File: config.mk
export PLATFORM = sky130hd
export DESIGN_NAME = char_lcd_nibble_writer
export DESIGN_NICKNAME = d
export VERILOG_FILES = /design/src/design/clnw_pkg.sv /design/src/design/clnw_front.sv /design/src/design/clnw_queue.sv /design/src/design/clnw_back.sv /design/src/design/char_lcd_nibble_writer.sv
export SDC_FILE = /design/constraint.sdc
export NUM_CORES = 1
export LEC_CHECK = 0
export ABC_AREA = 1
export BUFFER_PORTS_ARGS = -buffer_cell sky130_fd_sc_hd__buf_2
export CAP_MARGIN = 20
export CORE_UTILIZATION = 40
export CTS_BUF_LIST = sky130_fd_sc_hd__clkbuf_4 sky130_fd_sc_hd__clkbuf_8 sky130_fd_sc_hd__clkbuf_16
export DETAILED_ROUTE_END_ITERATION = 6
export GPL_ROUTABILITY_DRIVEN = 0
export REMOVE_ABC_BUFFERS = 1
export SETUP_SLACK_MARGIN = 0.1
export SYNTH_ARGS = -nofsm -noshare
export SYNTH_HDL_FRONTEND = slang
export SYNTH_HIERARCHICAL = 1
export SYNTH_SLANG_ARGS = --single-unit
File: constraint.sdc
create_clock -name clk -period 6.7 [get_ports clk]
set_input_delay 0 -clock clk [delete_from_list [all_inputs] [get_ports clk]]
set_output_delay 0 -clock clk [all_outputs]
set_load 0.01 [all_outputs]
File: src/design/clnw_pkg.sv
// shared types and constants for the character lcd nibble writer
// no dependencies; imported by every module of the block
`timescale 1ns / 1ps
`default_nettype none

package clnw_pkg;

  // request codes
  localparam logic [2:0] REQ_CHAR    = 3'd0;
  localparam logic [2:0] REQ_CMD     = 3'd1;
  localparam logic [2:0] REQ_CR      = 3'd2;
  localparam logic [2:0] REQ_LF      = 3'd3;
  localparam logic [2:0] REQ_NEWLINE = 3'd4;
  localparam logic [2:0] REQ_CLEAR   = 3'd5;
  localparam logic [2:0] REQ_HOME    = 3'd6;

  // configuration register indexes
  localparam logic [1:0] CFG_ROW_COUNT    = 2'd0;
  localparam logic [1:0] CFG_COLUMN_COUNT = 2'd1;
  localparam logic [1:0] CFG_LINE_WRAP    = 2'd2;

  // lcd command bytes
  localparam logic [7:0] CMD_CLEAR = 8'h01;
  localparam logic [7:0] CMD_HOME  = 8'h02;

  // reset values of the configuration registers
  localparam logic [1:0] ROW_COUNT_RST    = 2'd2;
  localparam logic [5:0] COLUMN_COUNT_RST = 6'd16;

  // one input request
  typedef struct packed {
    logic [2:0] req_type;
    logic [7:0] data_byte;
  } req_t;

  // one bus nibble
  typedef struct packed {
    logic [3:0] nibble;
    logic       reg_select;
    logic       last;
  } nib_t;

  // classified job: up to three bytes, only the first may go to the data register
  typedef struct packed {
    logic [1:0]      nbytes;
    logic            rs_first;
    logic [7:0]      byte2;
    logic [7:0]      byte1;
    logic [7:0]      byte0;
  } job_t;

  // set-address command for a cursor position (0x80 + 0x40 * row + col)
  function automatic logic [7:0] set_addr(input logic row, input logic [5:0] col);
    set_addr = {1'b1, row, col};
  endfunction

endpackage

`default_nettype wire

File: src/design/clnw_front.sv
// front end: configuration registers, cursor tracking and request classification
// depends on clnw_pkg; pushes jobs into clnw_queue
`timescale 1ns / 1ps
`default_nettype none

module clnw_front (
  input  wire logic             clk,
  input  wire logic             rst,
  input  wire logic             cfg_write,
  input  wire logic [1:0]       cfg_index,
  input  wire logic [5:0]       cfg_data,
  input  wire logic             in_valid,
  output logic                  in_stall,
  input  wire clnw_pkg::req_t   in_data,
  output logic                  push,
  output clnw_pkg::job_t        push_job,
  input  wire logic             q_full
);
  import clnw_pkg::*;

  logic [1:0] row_count;
  logic [5:0] column_count;
  logic       line_wrap;
  logic [5:0] cursor_col;
  logic       cursor_row;
  logic [5:0] cursor_col_next;
  logic       cursor_row_next;
  logic       accept;
  logic       row_lf;
  logic [5:0] col_inc;
  logic       wrap;
  logic       known;

  // configuration writes
  always_ff @(posedge clk) begin
    if (rst) begin
      row_count    <= ROW_COUNT_RST;
      column_count <= COLUMN_COUNT_RST;
      line_wrap    <= 1'b0;
    end else if (cfg_write) begin
      unique case (cfg_index)
        CFG_ROW_COUNT:    row_count    <= cfg_data[1:0];
        CFG_COLUMN_COUNT: column_count <= cfg_data;
        CFG_LINE_WRAP:    line_wrap    <= cfg_data[0];
        default:          ;
      endcase
    end
  end

  assign in_stall = q_full;
  assign accept   = in_valid && !q_full;

  // row after a line feed: only row 0 can move on, and only with a row count of two or more
  assign row_lf  = !cursor_row && (row_count >= 2'd2);
  assign col_inc = cursor_col + 6'd1;
  assign wrap    = line_wrap && (col_inc == column_count);

  // classify the request into bytes and the cursor update
  always_comb begin
    push_job        = '0;
    cursor_col_next = cursor_col;
    cursor_row_next = cursor_row;
    known           = 1'b1;
    unique case (in_data.req_type)
      REQ_CHAR: begin
        push_job.rs_first = 1'b1;
        push_job.byte0    = in_data.data_byte;
        push_job.byte1    = set_addr(row_lf, col_inc);
        push_job.byte2    = set_addr(row_lf, 6'd0);
        push_job.nbytes   = wrap ? 2'd3 : 2'd1;
        cursor_col_next   = wrap ? 6'd0 : col_inc;
        cursor_row_next   = wrap ? row_lf : cursor_row;
      end
      REQ_CMD: begin
        push_job.byte0  = in_data.data_byte;
        push_job.nbytes = 2'd1;
      end
      REQ_CR: begin
        push_job.byte0  = set_addr(cursor_row, 6'd0);
        push_job.nbytes = 2'd1;
        cursor_col_next = 6'd0;
      end
      REQ_LF: begin
        push_job.byte0  = set_addr(row_lf, cursor_col);
        push_job.nbytes = 2'd1;
        cursor_row_next = row_lf;
      end
      REQ_NEWLINE: begin
        push_job.byte0  = set_addr(row_lf, cursor_col);
        push_job.byte1  = set_addr(row_lf, 6'd0);
        push_job.nbytes = 2'd2;
        cursor_row_next = row_lf;
        cursor_col_next = 6'd0;
      end
      REQ_CLEAR: begin
        push_job.byte0  = CMD_CLEAR;
        push_job.nbytes = 2'd1;
        cursor_col_next = 6'd0;
        cursor_row_next = 1'b0;
      end
      REQ_HOME: begin
        push_job.byte0  = CMD_HOME;
        push_job.nbytes = 2'd1;
        cursor_col_next = 6'd0;
        cursor_row_next = 1'b0;
      end
      default: known = 1'b0;
    endcase
  end

  // unused request codes are swallowed without a job
  assign push = accept && known;

  // cursor state
  always_ff @(posedge clk) begin
    if (rst) begin
      cursor_col <= 6'd0;
      cursor_row <= 1'b0;
    end else if (accept) begin
      cursor_col <= cursor_col_next;
      cursor_row <= cursor_row_next;
    end
  end

endmodule

`default_nettype wire

File: src/design/clnw_queue.sv
// two-entry job queue between the front end and the nibble sender
// depends on clnw_pkg for the job type
`timescale 1ns / 1ps
`default_nettype none

module clnw_queue (
  input  wire logic             clk,
  input  wire logic             rst,
  input  wire logic             push,
  input  wire clnw_pkg::job_t   push_job,
  output logic                  full,
  input  wire logic             pop,
  output clnw_pkg::job_t        head,
  output logic                  empty
);
  import clnw_pkg::*;

  job_t       entries [2];
  logic       wr_ptr;
  logic       rd_ptr;
  logic [1:0] count;

  assign full  = (count == 2'd2);
  assign empty = (count == 2'd0);
  assign head  = entries[rd_ptr];

  // storage
  always_ff @(posedge clk) begin
    if (push) begin
      entries[wr_ptr] <= push_job;
    end
  end

  // pointers and fill level
  always_ff @(posedge clk) begin
    if (rst) begin
      wr_ptr <= 1'b0;
      rd_ptr <= 1'b0;
      count  <= 2'd0;
    end else begin
      if (push) begin
        wr_ptr <= !wr_ptr;
      end
      if (pop) begin
        rd_ptr <= !rd_ptr;
      end
      unique case ({push, pop})
        2'b10:   count <= count + 2'd1;
        2'b01:   count <= count - 2'd1;
        default: count <= count;
      endcase
    end
  end

endmodule

`default_nettype wire

File: src/design/clnw_back.sv
// back end: splits queued jobs into nibbles, high nibble first, into an output register
// depends on clnw_pkg; reads the head of clnw_queue
`timescale 1ns / 1ps
`default_nettype none

module clnw_back (
  input  wire logic             clk,
  input  wire logic             rst,
  input  wire clnw_pkg::job_t   head,
  input  wire logic             empty,
  output logic                  pop,
  output logic                  out_valid,
  input  wire logic             out_stall,
  output clnw_pkg::nib_t        out_data
);
  import clnw_pkg::*;

  logic [2:0] pos;
  logic       advance;
  logic [7:0] cur_byte;
  logic       is_last;
  nib_t       nib;

  // output register may load when empty or being taken
  assign advance = !out_valid || !out_stall;

  // byte of the head job at the current position
  always_comb begin
    unique case (pos[2:1])
      2'd0:    cur_byte = head.byte0;
      2'd1:    cur_byte = head.byte1;
      default: cur_byte = head.byte2;
    endcase
  end

  assign is_last        = (pos == ({head.nbytes, 1'b0} - 3'd1));
  assign nib.nibble     = pos[0] ? cur_byte[3:0] : cur_byte[7:4];
  assign nib.reg_select = (pos[2:1] == 2'd0) && head.rs_first;
  assign nib.last       = is_last;
  assign pop            = advance && !empty && is_last;

  // nibble position within the head job
  always_ff @(posedge clk) begin
    if (rst) begin
      pos <= 3'd0;
    end else if (advance && !empty) begin
      pos <= is_last ? 3'd0 : pos + 3'd1;
    end
  end

  // output register
  always_ff @(posedge clk) begin
    if (rst) begin
      out_valid <= 1'b0;
    end else if (advance) begin
      out_valid <= !empty;
    end
  end

  always_ff @(posedge clk) begin
    if (advance && !empty) begin
      out_data <= nib;
    end
  end

endmodule

`default_nettype wire

File: src/design/char_lcd_nibble_writer.sv
// character lcd nibble writer: request front end, job queue, nibble sender
// depends on clnw_pkg, clnw_front, clnw_queue and clnw_back
//
// Usage: a request (req_type, data_byte) enters on in_valid/in_stall and is
// taken at an edge with in_valid high and in_stall low. Each request yields
// 0, 2, 4 or 6 nibbles on out_valid/out_stall, high nibble first, each with
// reg_select; last marks the final nibble of the request.
// The front end updates the cursor and classifies the request in the cycle
// it is taken; the job then waits in a two-entry queue. With the queue empty
// the job passes through the queue entry and then the output register.
// Throughput: the sender emits one nibble a cycle while out_stall is low, with no
// gap between requests, so a request occupies the output for two nibbles per byte;
// the front end takes one request a cycle while the queue has room.
// An unused request code is taken and produces nothing.
// Configuration: cfg_write with cfg_index 0 row_count, 1 column_count,
// 2 line_wrap; write only while idle.
// Reset: synchronous rst clears cursor to column 0, row 0, empties queue and
// output, and loads row_count 2, column_count 16, line_wrap 0.
// When out_stall is high the output nibble holds; the queue fills and
// in_stall rises once both entries are taken.
`timescale 1ns / 1ps
`default_nettype none

module char_lcd_nibble_writer (
  input  wire logic             clk,
  input  wire logic             rst,
  input  wire logic             cfg_write,
  input  wire logic [1:0]       cfg_index,
  input  wire logic [5:0]       cfg_data,
  input  wire logic             in_valid,
  output logic                  in_stall,
  input  wire clnw_pkg::req_t   in_data,
  output logic                  out_valid,
  input  wire logic             out_stall,
  output clnw_pkg::nib_t        out_data
);
  import clnw_pkg::*;

  logic push;
  job_t push_job;
  logic q_full;
  logic pop;
  job_t head;
  logic empty;

  // request classification
  clnw_front u_front (
    .clk       (clk),
    .rst       (rst),
    .cfg_write (cfg_write),
    .cfg_index (cfg_index),
    .cfg_data  (cfg_data),
    .in_valid  (in_valid),
    .in_stall  (in_stall),
    .in_data   (in_data),
    .push      (push),
    .push_job  (push_job),
    .q_full    (q_full)
  );

  // job queue
  clnw_queue u_queue (
    .clk      (clk),
    .rst      (rst),
    .push     (push),
    .push_job (push_job),
    .full     (q_full),
    .pop      (pop),
    .head     (head),
    .empty    (empty)
  );

  // nibble sender
  clnw_back u_back (
    .clk       (clk),
    .rst       (rst),
    .head      (head),
    .empty     (empty),
    .pop       (pop),
    .out_valid (out_valid),
    .out_stall (out_stall),
    .out_data  (out_data)
  );

endmodule

`default_nettype wire

* After elaboration in Yosys (flattened, before gate mapping)
Memory sizes are Yosys's and may differ from the RTL's. A register that Yosys moved wholly into a read port is not among the register bits.
Index checks and enable logic that the tools add are counted.
** Operators by class
- $add $sub $neg :: 5
- Magnitude comparators :: 1
- Eq/ne operators :: 15
- Multiplexer cells :: 18
- Reduce and logical (&&, ||, !) cells :: 33
** Operators with widths (count)
- $pmux W8 S5 :: 1
- $pmux W8 S2 :: 2
- $pmux W6 S2 :: 1
- $eq A3 B3 Y1 const B :: 3
- $mux W9 :: 1
- $reduce_and A2 Y1 :: 4
- $logic_and A1 B1 Y1 :: 7
- $logic_not A1 Y1 :: 7
- $reduce_or A7 Y1 :: 1
- $add A6 B1 Y6 const B :: 1
- $eq A2 B1 Y1 const B :: 3
- $eq A2 B2 Y1 const B :: 3
- $eq A3 B2 Y1 const B :: 2
- $eq A6 B6 Y1 :: 1
- $logic_not A2 Y1 :: 3
- $mux W1 :: 6
- $mux W6 :: 1
- $pmux W2 S3 :: 1
- $reduce_or A2 Y1 :: 3
- $reduce_or A5 Y1 :: 1
- $mux W4 :: 1
- $pmux W2 S2 :: 1
- $reduce_bool A2 Y1 :: 2
- $reduce_or A4 Y1 :: 1
- other kinds (15) :: 15
** Storage, ports and cells
- Flip-flop bits (word level) :: 30
- Memory bits (writable) :: 54
- Input port bits :: 24
- Output and inout bits :: 8
- Word-level logic and storage cells :: 86
- Memories :: 1
** Memory list
- u_queue.entries :: words 2, bits a word 27, read ports 1, clocked after Yosys merged registers in 1, write ports 1, RTL line clnw_queue.sv:18 : job_t entries [2];

* Logic depth before layout (Yosys ltp)
- Word-level depth :: 6
- Depth in mapped cells :: 15
- Mapped depth without buffers :: 14

* By module
The synthesis kept the hierarchy.
** By module, submodules not included
- clnw_queue :: times used 1, cells each 117, area an instance 2277.2 µm², seq. area each 1721.7 µm²
- clnw_front :: times used 1, cells each 184, area an instance 1133.6 µm², seq. area each 300.3 µm²
- clnw_back :: times used 1, cells each 95, area an instance 636.9 µm², seq. area each 260.2 µm²

* Worst setup path before layout
Ideal clock, no wire load.
- Path type :: register -> register
- Start :: reg u_queue.count[0]
- End :: mem u_queue/entries[0][0] (netlist bit), enable pin
- Setup time :: 411 ps
- Arrival :: 2044 ps
- Data required time :: 6289 ps
- Path slack :: 4245 ps
- Stages on the path, launching flop included :: 7
- Buffers on the path :: 0
- Period minus slack after synthesis :: 2455 ps
- Path through :: dfxtp_1 -> nor2_1 -> nor2_1 -> o21ai_0 -> inv_1 -> inv_1 -> nor2_1
** Between the ends
- Word-level cells in the longest chain between the ends :: 6
** Ends and longest elaborated chain
- from (decl) :: RTL line clnw_queue.sv:21 : logic [1:0] count;
- from (signal assigned) :: RTL line clnw_queue.sv:48 : 2'b10: count <= count + 2'd1;
- from (signal assigned) :: RTL line clnw_queue.sv:49 : 2'b01: count <= count - 2'd1;
- from (signal assigned) :: RTL line clnw_queue.sv:50 : default: count <= count;
- $eq A2 B2 Y1 :: RTL line clnw_queue.sv:23 : assign full = (count == 2'd2);
- named net q_full :: RTL line char_lcd_nibble_writer.sv:41 : logic q_full;
- $logic_not A1 Y1 :: RTL line clnw_front.sv:51 : assign accept = in_valid && !q_full;
- $logic_and A1 B1 Y1 :: RTL line clnw_front.sv:51
- $logic_and A1 B1 Y1 :: RTL line clnw_front.sv:112 : assign push = accept && known;
- named net push :: RTL line char_lcd_nibble_writer.sv:39 : logic push;
- $mux W1 :: RTL line clnw_queue.sv:29 : if (push) begin
- $mux W1 (implied by the code) :: RTL line clnw_queue.sv:30 : entries[wr_ptr] <= push_job;
- to (decl) :: RTL line clnw_queue.sv:18
The timed path passes the listed nets, and every way through them passes these cells.

==> results.yml <==
cts:
  post_cts_resized: 0
  clock-sinks: 84
  cts_hold_buf: 14
  cts_root_buf: "clkbuf_8"
  numCtsBuffers: 9
  clk_pin_slew_ns: 0.08
  cts_setup_buffers: 0
  ctsLongestPathBuffers: 2
  clk_latency_ns: 0.34
  cts_tree: "done"
  htreeDepth: 3
grt:
  grt_pass1_wl_um: 12900
  track_usage_pct: 16.4
  gr-usage-met2_pct: 27.6
  grtUsageMet1_pct: 20.8
  grt_pass1_vias: 2775
  gr-usage-met3_pct: 3.86
  grt_max_degree: 29
  antenna_found_initial: 0
  busiest_layer: "met2"
  grt_overflow: 0
timing:
  period_needed_ns: 2.37
  finalHoldViolations: 0
  skew_ns: 0.00727
  relSlewSlack_pct: 63.8
  max_freq_mhz: 422
  fin_crit_sh_pct: 35.4
  worst_pin_slew_ns: 0.543
  finalSetupTns_ns: 0
  slew_viol_final: 0
  finalSetupViolations: 0
  rsz0062_at_grt: "false"
placement:
  place_area_um2: 4270
  port_buffers: 31
  placed_cells: 553
  place_hpwl_um: 5420
power_and_ir_drop:
  vdd_drop_max_uv: 125
  pwr-share-clk_pct: 35.7
  powerDensity_nw_per_um2: 260
  power_frac_seq_pct: 50.6
  p_int_uw: 931
  switching_share_pct: 23.6
  power_frac_comb_pct: 13.6
  cellLeakagePower_uw: 0.00189
  p_sw_uw: 288
drt:
  drtPass1Iterations: 4
  drt-total-wl_um: 7730
  drcViolationCount: 0
  drtAntennaViolNets: 0
  first_iter_violations: 145
  viasPerCell: 4.79
  wl_per_cell_um: 13.2
  vias: 2797
synthesis:
  yosysWarningCount: 6
  synthSimpleGateAreaFrac_pct: 18.5
  synth-seq-cells: 84
  synth_compound_area_share_pct: 6.40
  synth_xor_xnor_area_share_pct: 0.216
  synth_top_area_cell: "edfxtp_1"
  yosysTopAreaCellShare_pct: 44.5
  ys_seq_area_share_pct: 56.4
  synth_area_leaders: "edfxtp_1 45%, dfxtp_1 12%, nand2_1 7.6%"
  syn_inst: 396
  synth_area_um2: 4050
  synth_top_family_by_area: "simple AND/OR/NAND/NOR gates"
  synth_mux_area_share_pct: 9.37
  synth.avg_cell_area_um2: 10.2
  synthAdderAreaFrac_pct: 0.927
  synth_cell_types: 27
die:
  io_pins: 32
  die_h_um: 103
  initial_core_util_pct: 41.4
  die_area_um2: 10500
  coreArea_um2: 9770
  num_rows: 36
  die_x_um: 103
critical_path:
  crit_path_end_kind: "flip-flop"
  critical_path_required_ns: 6.98
  crit_type: "reg2reg"
  worstPathArrival_ns: 2.66
  worstPathMaxFanout: 27
  start_kind: "flip-flop"
cells_and_area:
  stdcell_count: 584
  diodes: 0
  stdcell_area_um2: 4680
  final_common_cell: "nand2_1"
  synthToLayoutAreaGrowth_pct: 15.6
  final_nets: 473
  drive_gt1_share_pct: 20.8
  fin_util_pct: 47.9
  layout_common_cells: "82 x nand2_1, 60 x edfxtp_1, 47 x inv_1"
run_status:
  status: "finished, final reports clean"
job:
  maxCapViolations: 0
hold_path:
  hold_path.class: "in2reg"
per-stage QoR:
stage | hold WS, ns | setup slack (ns) | total power (uW)
finish | 0.00905 | 4.33 | 1220
detailed placement | 0.232 | 4.36 | 788
global route | 0.00949 | 4.13 | 1280
global placement | 0.216 | 4.45 | 784
CTS | 0.000609 | 4.29 | 1230
floorplan | 0.0691 | 4.09 | 738
area by class of cell:
class	instances	area, um2
Clock buffer	11	145
Multi-Input combinational cell	252	1460
Clock inverter	5	100
Tap cell	133	166
Fill cell	911	5090
Timing Repair Buffer	48	338
Inverter	51	191
Sequential cell	84	2280
power groups by stage:
stage / registers (uW) / clock network, uW / logic (uW)
after floorplan: 632 / 0 / 105
after global placement: 628 / 0 / 156
after detailed placement: 630 / 0 / 158
after CTS: 618 / 447 / 165
after global routing: 622 / 474 / 188
final: 617 / 435 / 166
layer usage:
metal  up-vias  wire length (um)
li1       1431                 -
met1      1289              3490
met2        66              3850
met3        11               262
met4         0               121
met5         -                 0
cells by family after synthesis:
group,count (synthesis)
AND/OR/NAND/NOR,165
AO/OA/AOI/OAI,50
XOR/XNOR,1
other,1
multiplexers,27
adder cells (fa/ha/maj),3
buffers and inverters,65
flip-flops,84
critical path: stages (launching register included):
cell	delay (ns)
dfxtp_1	0.32
buf_4	0.39
mux2_2	0.42
inv_1	0.08
nand2_1	0.06
nand3_1	0.10
nand2_1	0.09
nand3_1	0.12
inv_1	0.10
ha_1	0.31
inv_1	0.08
nand2_1	0.05
nor2_1	0.08
nor2_1	0.04
nor2_1	0.09
state kept, by name, indices dropped and copies added (netlist names), 2 cells and up, named ones only:
| register | count |
|---|---|
| u_queue/count | 2 |
| u_queue/entries | 54 |
| u_back/pos | 3 |
| u_front/cursor_col | 6 |
| u_back/out_data | 6 |
| u_front/column_count | 6 |
cell usage after synthesis:
cell and number:
a21oi_1 30, buf_12 2, buf_4 10, buf_6 2, conb_1 1, dfxtp_1 24, edfxtp_1 60, ha_1 3
inv_1 47, inv_2 4, mux2_2 7, mux2_4 20, nand2_1 82, nand2_2 2, nand3_1 33, nand3_2 2
nand4_1 8, nor2_1 28, nor2_2 4, nor2_4 3, nor3_1 1, nor3_4 1, nor3b_1 1, o211ai_1 2
o21ai_0 17, o221ai_1 1, xnor2_1 1
worst paths after layout:
path                                         from  slack, ns                end  cells after the start
worst max register to register          flip-flop       4.33   u_queue/count[1]                     14
worst min-delay path                          rst      0.009     u_queue/rd_ptr                      2
worst min register to register  u_front/line_wrap       0.46  u_front/line_wrap                      2
worst max-delay path                    flip-flop       4.33   u_queue/count[1]                     14
No activity file was read; power rests on OpenSTA's default activity.
